[src/rtl/core/set_pkg.sv]
// ----------------------------------------------------------------------------
// set_pkg
// Shared types and codes for the sorted extent table.
// ----------------------------------------------------------------------------
package set_pkg;

	localparam int unsigned DEPTH_DEF = 32;

	localparam logic [1:0] ACT_INSERT = 2'd0;
	localparam logic [1:0] ACT_DUMP   = 2'd1;
	localparam logic [1:0] ACT_CLEAR  = 2'd2;
	localparam logic [1:0] ACT_UNUSED = 2'd3;

	localparam logic [2:0] KIND_INSERTED = 3'd0;
	localparam logic [2:0] KIND_ZERO     = 3'd1;
	localparam logic [2:0] KIND_DUP      = 3'd2;
	localparam logic [2:0] KIND_FULL     = 3'd3;
	localparam logic [2:0] KIND_EXTENT   = 3'd4;
	localparam logic [2:0] KIND_GAP      = 3'd5;
	localparam logic [2:0] KIND_EMPTY    = 3'd6;

	// one stored extent
	typedef struct packed {
		logic [31:0] start;
		logic [31:0] count;
		logic [31:0] owner;
		logic [15:0] number;
		logic [15:0] total;
		logic        fork_f;
	} entry_t;

	// one result word
	typedef struct packed {
		logic [2:0]  kind;
		entry_t      ent;
		logic        last;
	} result_t;

endpackage

[src/rtl/core/set_outreg.sv]
// ----------------------------------------------------------------------------
// set_outreg
// Two-entry skid buffer between the sequencer and the result channel.
// ----------------------------------------------------------------------------
module set_outreg (
	input  logic             clk,
	input  logic             arst_n,
	input  logic             in_valid,
	input  set_pkg::result_t in_data,
	output logic             in_stall,
	output logic             out_valid,
	input  logic             out_stall,
	output set_pkg::result_t out_data
);

	set_pkg::result_t mem_q [2];
	logic             wr_q, rd_q;
	logic [1:0]       cnt_q;
	logic             push, pop;

	assign in_stall  = (cnt_q == 2'd2);
	assign out_valid = (cnt_q != 2'd0);
	assign out_data  = mem_q[rd_q];
	assign push      = in_valid && !in_stall;
	assign pop       = out_valid && !out_stall;

	// storage
	always_ff @(posedge clk) begin
		if (push) mem_q[wr_q] <= in_data;
	end

	// pointers and occupancy
	always_ff @(posedge clk or negedge arst_n) begin
		if (!arst_n) begin
			wr_q  <= 1'b0;
			rd_q  <= 1'b0;
			cnt_q <= 2'd0;
		end else begin
			if (push) wr_q <= ~wr_q;
			if (pop) rd_q <= ~rd_q;
			cnt_q <= cnt_q + {1'b0, push} - {1'b0, pop};
		end
	end

endmodule

[config.mk]
export PLATFORM = sky130hd
export DESIGN_NAME = set_outreg
export DESIGN_NICKNAME = d
export VERILOG_FILES = /design/src/rtl/core/set_pkg.sv /design/src/rtl/core/set_outreg.sv
export SDC_FILE = /design/constraint.sdc
export NUM_CORES = 1
export LEC_CHECK = 0
export BUFFER_PORTS_ARGS = -buffer_cell sky130_fd_sc_hd__buf_2
export CAP_MARGIN = 20
export CORE_MARGIN = 4
export CORE_UTILIZATION = 58
export CTS_BUF_LIST = sky130_fd_sc_hd__clkbuf_8
export CTS_CLUSTER_DIAMETER = 200
export CTS_CLUSTER_SIZE = 28
export DETAILED_ROUTE_END_ITERATION = 16
export MAX_ROUTING_LAYER = met4
export PLACE_DENSITY = 0.87
export SKIP_LAST_GASP = 1
export SLEW_MARGIN = 20
export SYNTH_ARGS = -nofsm -noshare
export SYNTH_HDL_FRONTEND = slang
export SYNTH_SLANG_ARGS = --single-unit
[constraint.sdc]
create_clock -name clk -period 11.6 [get_ports clk]
set_input_delay 2.32 -clock clk [delete_from_list [all_inputs] [get_ports clk]]
set_output_delay 2.32 -clock clk [all_outputs]
set_load 0.005 [all_outputs]
==> out/metrics.csv, run 1 <==
metric,value,unit
status,finished clean,
CTS Hold Buffers Added,0,
net count after synthesis,571,
multiplexer share of the synthesized area,0.172,
startpoint types,flip-flop,
Longest Clk Path Bufs,3,
post-CTS setup buffer count,0,
initial DRC count,335,
via/cell ratio,5.32,
total global-route track usage,0.196,
CTS root buffer,clkbuf_8,
core area,0.0168,mm²
Die Wd,140,µm
post-route ant nets,0,
Post-synth top flop,edfxtp_1,
asr flop ratio synth,0.0148,
H-tree levels,1,
Layout Skew,0.0334,ns
Simple-Gate Fraction of Synth Area,0.00324,
placed cell areas,0.0116,mm²
Area Growth Syn to Fin,17.7,%
power per cell area,224,mW/mm²
CTS buffer count,13,
"Cell Area, Synth",0.0100,mm²
"top cells by count, synth","266 x edfxtp_1, 73 x mux2_2, 60 x mux2_4",
Syn Area/Cell,23.2,µm²
sequential area share after synthesis,0.806,
post-synthesis xor/xnor area fraction,0.00349,
Core Rows,47,
vias in the first global route,5340,
"Reg clk slew, reported paths",0.16,ns
WS Path Type,reg -> out,
warnings from Yosys,0,
Initial Util,0.599,
top-area cell type share of the netlist area,0.796,
FMAX,197,MHz
post-synth top area cell,edfxtp_1,
Remaining DRCs,0,
Max-slew headroom,0.310,
top area cells in the synthesized netlist,"edfxtp_1 80%, mux2_4 9.0%, mux2_2 8.2%, dfrtp_1 1.0%, buf_6 0.90%",
number of max-cap violations,0,
hold crit path type,reg -> reg,
drt pass-1 iters,4,
fin. max-slew vios,0,
Leak,4.56,nW
dpl hpwl,13400,µm
Final Hold Viols,0,
RSZ-0062 raised after global routing,no,
Buffers on Ports,271,
Worst-Margin Slew,1.04,ns
most common cell in the synthesized netlist,edfxtp_1,
Synth Register Bits,270,
clock sinks,270,
Worst VDD drop,0.000172,V
Hold WS,0.590,ns
Worst EP required,9.28,ns
"Max FO, Critical Path",50,
post-route cell area,0.0118,mm²
first-pass GRT wire length,29100,µm
Routed WL,19100,µm
Congestion Overflow GR,0,
final setup vio count,0,
final net count,847,
CTS tree,yes,
Fill cells,1030,
library cells used by synthesis,16,
crit share post-route,0.437,
Vias,4966,
DR WL/cell,20.5,µm
Die Footprint,0.0195,mm²
largest net degree at the start of global routing,88,
clk_lat worst skew,0.51,ns
io pins,272,
PnR worst setup slack,6.53,ns
initial antenna violation count,2,
Compound-Gate Fraction of Synth Area,0,
routability-driven placement congestion ratio,0.814,
number of synthesized flops with an enable pin,266,
pre-CTS WS,7.10,ns
Post-Syn Instances,432,
largest family of logic cells by synthesized area,multiplexers,
Power Total,2.64,mW
TNS Setup,0,ns
die span in y,140,µm
post-CTS sizing,0,
Adder-Cell Fraction of Synth Area,0.00249,
CP Capture Type,primary output,
share of layout cells above drive strength 1,0.601,
crit path DAT,2.75,ns
crit path time final,5.07,ns
power by group:
| group | switching [mW] | internal [mW] |
|---|---|---|
| Sequential | 0.0860 | 1.33 |
| Combinational | 0.407 | 0.452 |
| Clock | 0.255 | 0.108 |
critical path, stage by stage (launching register included):
cell and delay, ns:
dfrtp_4 0.88, buf_4 0.74, mux2_2 0.42, buf_2 0.13
area by class of cell:
class,instances,area (µm²),area share
diodes,3,7.51,0.000636
clock buffers,13,179,0.0151
clock inverters,5,26.3,0.00222
inverters,2,7.51,0.000636
multi-input cells,145,1830,0.155
flip-flops and latches,270,8090,0.685
well taps,220,275,0.0233
repair buffers,276,1400,0.118
worst paths after layout:
kind | depth (start not counted) | slack, ns | startpoint | end
max | 3 | 6.53 | rd_q | out_data[1]
min | 1 | 0.59 | wr_q | wr_q
max reg2reg | 3 | 9.17 | cnt_q[0] | mem_q[1][88]
min reg2reg | 1 | 0.59 | wr_q | wr_q
max in group asynchronous | 1 | 9.90 | arst_n | rd_q
min in group asynchronous | 1 | 1.57 | arst_n | cnt_q[1]
placed cells by master, fill, tap and decap left out:
master / n
buf_2: 271
edfxtp_1: 266
mux2_2: 73
mux2_4: 60
clkbuf_8: 13
inv_1: 6
buf_4: 4
diode_2: 3
xnor2_1: 3
dfrtp_1: 3
ha_1: 2
or2_2: 1
nor2b_1: 1
nand2b_1: 1
nand2_1: 1
and3_4: 1
nor2_4: 1
xor2_1: 1
inv_8: 1
buf_6: 1
dfrtp_4: 1
metrics by stage:
step,utilization,cells
final,0.705,934
after global routing,0.705,933
after CTS,0.704,931
after detailed placement,0.692,913
after global placement,0.692,913
after floorplan,-,432
sequential cells by signal (all words and copies together), names as in the netlist:
signal	cells
rd_q	1
cnt_q	2
mem_q	266
wr_q	1
routing by layer:
| metal | up-vias | track usage | wire length [µm] |
|---|---|---|---|
| met5 | - | - | 0 |
| met4 | 0 | 0.0454 | 379 |
| met3 | 31 | 0.0405 | 1630 |
| met2 | 236 | 0.324 | 9570 |
| met1 | 2454 | 0.254 | 7550 |
| li1 | 2245 | - | - |
logic make-up after synthesis:
logic type,after synthesis
adders and majority gates,2
muxes,133
xor gates and xnor gates,4
and+or+nand+nor,6
buffers and inverters,17
DFF,270
No activity file was read; power rests on OpenSTA's default activity.
==> inputs of run 2 (changes only) <==
Settings changed: ABC_AREA set to 1, CORE_UTILIZATION 58 to 49, PLACE_DENSITY 0.87 to 0.78.
Clock period 11.6 ns to 4.6 ns, I/O delays scaled along.
==> out/metrics.csv, run 2 <==
metric,value,unit,change
share of layout cells above drive strength 1,0.297,,was 0.601
initial antenna violation count,2,,unchanged
Die Wd,150,µm,was 140 µm
Worst VDD drop,0.000401,V,was 0.000172 V
H-tree levels,1,,unchanged
core area,0.0197,mm²,was 0.0168 mm²
top area cells in the synthesized netlist,"edfxtp_1 81%, nand2_1 16%, buf_2 1.0%, dfrtp_1 1.0%, buf_4 0.53%",,"was edfxtp_1 80%, mux2_4 9.0%, mux2_2 8.2%, dfrtp_1 1.0%, buf_6 0.90%"
"Reg clk slew, reported paths",0.16,ns,about the same
crit share post-route,0.772,,
drt pass-1 iters,4,,unchanged
die span in y,150,µm,was 140 µm
max reg flops,266,,unchanged
DR WL/cell,16.4,µm,was 20.5 µm
library cells used by synthesis,11,,was 16
post-CTS sizing,0,,unchanged
Layout Skew,0.0140,ns,was 0.0334 ns
routability-driven placement congestion ratio,0.809,,was 0.814
fin. max-slew vios,0,,unchanged
reg2reg path depth,4,,was 3
CTS root buffer,clkbuf_8,,unchanged
initial DRC count,319,,was 335
CTS buffer count,13,,unchanged
CP cell instances,inv_4 -> buf_4 -> nand2_1 -> nand2_1 -> buf_2,,was buf_4 -> mux2_2 -> buf_2
Post-synth top flop,edfxtp_1,,unchanged
hold crit path type,in -> async,,was reg -> reg
"commonest non-fill, non-tap cell in the layout",nand2_1,,was buf_2
clock sinks,270,,unchanged
placed cell count,1242,,was 913
Buffers on Ports,271,,unchanged
Vias,6105,,was 4966
Crit path top cell by count,nand2_1,,
post-route ant nets,0,,unchanged
Post-Syn Instances,728,,was 432
Core Rows,51,,was 47
"top cells by count, synth","412 x nand2_1, 266 x edfxtp_1, 20 x buf_2",,"was 266 x edfxtp_1, 73 x mux2_2, 60 x mux2_4"
Syn Area/Cell,13.6,µm²,was 23.2 µm²
"Max FO, Critical Path",66,,was 50
fin util,0.596,,was 0.705
sequential area share after synthesis,0.817,,was 0.806
R2R Setup Slk,2.43,ns,was 9.17 ns
status,finished clean,,unchanged
FMAX,281,MHz,
"Cell Area, Synth",0.00990,mm²,was 0.0100 mm²
Max-slew headroom,0.423,,was 0.310
Worst setup startpoint,rd_q,,unchanged
placed cell areas,0.0115,mm²,was 0.0116 mm²
power per cell area,568,mW/mm²,was 224 mW/mm²
number of max-cap violations,0,,unchanged
Worst EP required,3.68,ns,was 9.28 ns
post-route cell area,0.0117,mm²,was 0.0118 mm²
CP Capture Type,primary output,,unchanged
CP top delay family,buffers and inverters,,was flip-flops
Area Growth Syn to Fin,18.4,%,was 17.7%
warnings from Yosys,0,,unchanged
largest registers,"mem_q (266), cnt_q (2)",,unchanged
WS Path Type,reg -> out,,unchanged
final setup vio count,0,,unchanged
Worst-Margin Slew,0.866,ns,was 1.04 ns
Congestion Overflow GR,0,,unchanged
net count after synthesis,867,,was 571
CTS Hold Buffers Added,0,,unchanged
Leak,5.08,nW,was 4.56 nW
most frequent cells in the layout,"412 x nand2_1, 271 x buf_2, 266 x edfxtp_1",,"was 271 x buf_2, 266 x edfxtp_1, 73 x mux2_2"
Initial Util,0.504,,was 0.599
Remaining DRCs,0,,unchanged
Worst Setup EP,out_data[101],,was out_data[1]
startpoint types,flip-flop,,unchanged
number of synthesized flops with an enable pin,266,,unchanged
total global-route track usage,0.182,,was 0.196
vias in the first global route,5977,,was 5340
Final Hold Viols,0,,unchanged
Max stage delay on crit path,0.68,ns,was 0.88 ns
crit path time final,3.55,ns,
Worst R2R Start,cnt_q[1],,was cnt_q[0]
RSZ-0062 raised after global routing,no,,unchanged
most common cell in the synthesized netlist,nand2_1,,was edfxtp_1
Longest Clk Path Bufs,3,,unchanged
Reg with most FFs,mem_q,,unchanged
CTS tree,yes,,unchanged
io pins,272,,unchanged
Routed WL,20700,µm,was 19100 µm
FF-to-FF End,mem_q[0][83],,was mem_q[1][88]
CP bufs+invs,3,,was 2
"slowest stage cell, crit path",dfrtp_4,,unchanged
first-pass GRT wire length,30800,µm,was 29100 µm
TNS Setup,0,ns,unchanged
via/cell ratio,4.82,,was 5.32
Synth Register Bits,270,,unchanged
largest net degree at the start of global routing,102,,was 88
crit path DAT,2.63,ns,was 2.75 ns
top-area cell type share of the netlist area,0.807,,was 0.796
clk_lat worst skew,0.50,ns,was 0.51 ns
asr flop ratio synth,0.0148,,unchanged
post-synth top area cell,edfxtp_1,,unchanged
dpl hpwl,13900,µm,was 13400 µm
Die Footprint,0.0225,mm²,was 0.0195 mm²
Levels on crit path,5,,was 3
Finished Layout Cells,1266,,was 934
final net count,1131,,was 847
post-CTS setup buffer count,0,,unchanged
==> run 2: cell count changes after synthesis, sizes merged, moves of 3 or more <==
cell	change
mux2	-133
nand3	+3
inv	+9
buf	+14
xnor2	-3
nand2	+411
==> run 2: cell families (layout without fill, tap and decap cells) <==
logic type / Yosys count / in the layout / share of synthesized area
flip-flops: 270 / 270 / 0.817
buffers and inverters: 40 / 310 / 0.0221
adder cells (fa/ha/maj): 2 / 2 / 0.00253
AND/OR/NAND/NOR: 416 / 416 / 0.158
other: 0 / 3 / 0
==> run 2: power breakdown <==
| part | switching [mW] | internal [mW] |
|---|---|---|
| combinational | 1.44 | 0.765 |
| sequential | 0.167 | 3.35 |
| clock | 0.656 | 0.275 |
| total | 2.26 | 4.39 |
==> run 2: metal layers <==
layer  GRT usage  up-vias  wire [µm]
met4      0.0444        0        367
met2       0.302      262      10100
met3      0.0403       28       1980
met1       0.231     2852       8310
met5           -        -          0
li1            -     2963          -
==> run 2: how the worst min path moves through the flow <==
stage,to,slack [ns]
after CTS,rd_q,0.16
after global placement,wr_q,0.46
after detailed placement,wr_q,0.46
after global routing,rd_q,0.16
final,rd_q,0.20
after floorplan,wr_q,0.44
==> run 2: layout make-up <==
class	instances	area, µm²
Multi-Input combinational cell	418	1600
Clock buffer	13	179
Clock inverter	8	37.5
Timing Repair Buffer	278	1430
Tap cell	265	332
Sequential cell	270	8090
Inverter	11	48.8
Antenna cell	3	7.51
Fill cell	1565	7940
==> run 2: through the flow <==
| step | total power, mW | setup WS (ns) | hold WS [ns] |
|---|---|---|---|
| after floorplan | 4.81 | 0.523 | 0.442 |
| after global placement | 5.77 | 1.61 | 0.461 |
| after detailed placement | 5.83 | 1.58 | 0.459 |
| after CTS | 6.75 | 0.980 | 0.163 |
| after global routing | 7.12 | 0.830 | 0.155 |
| final | 6.65 | 1.05 | 0.195 |
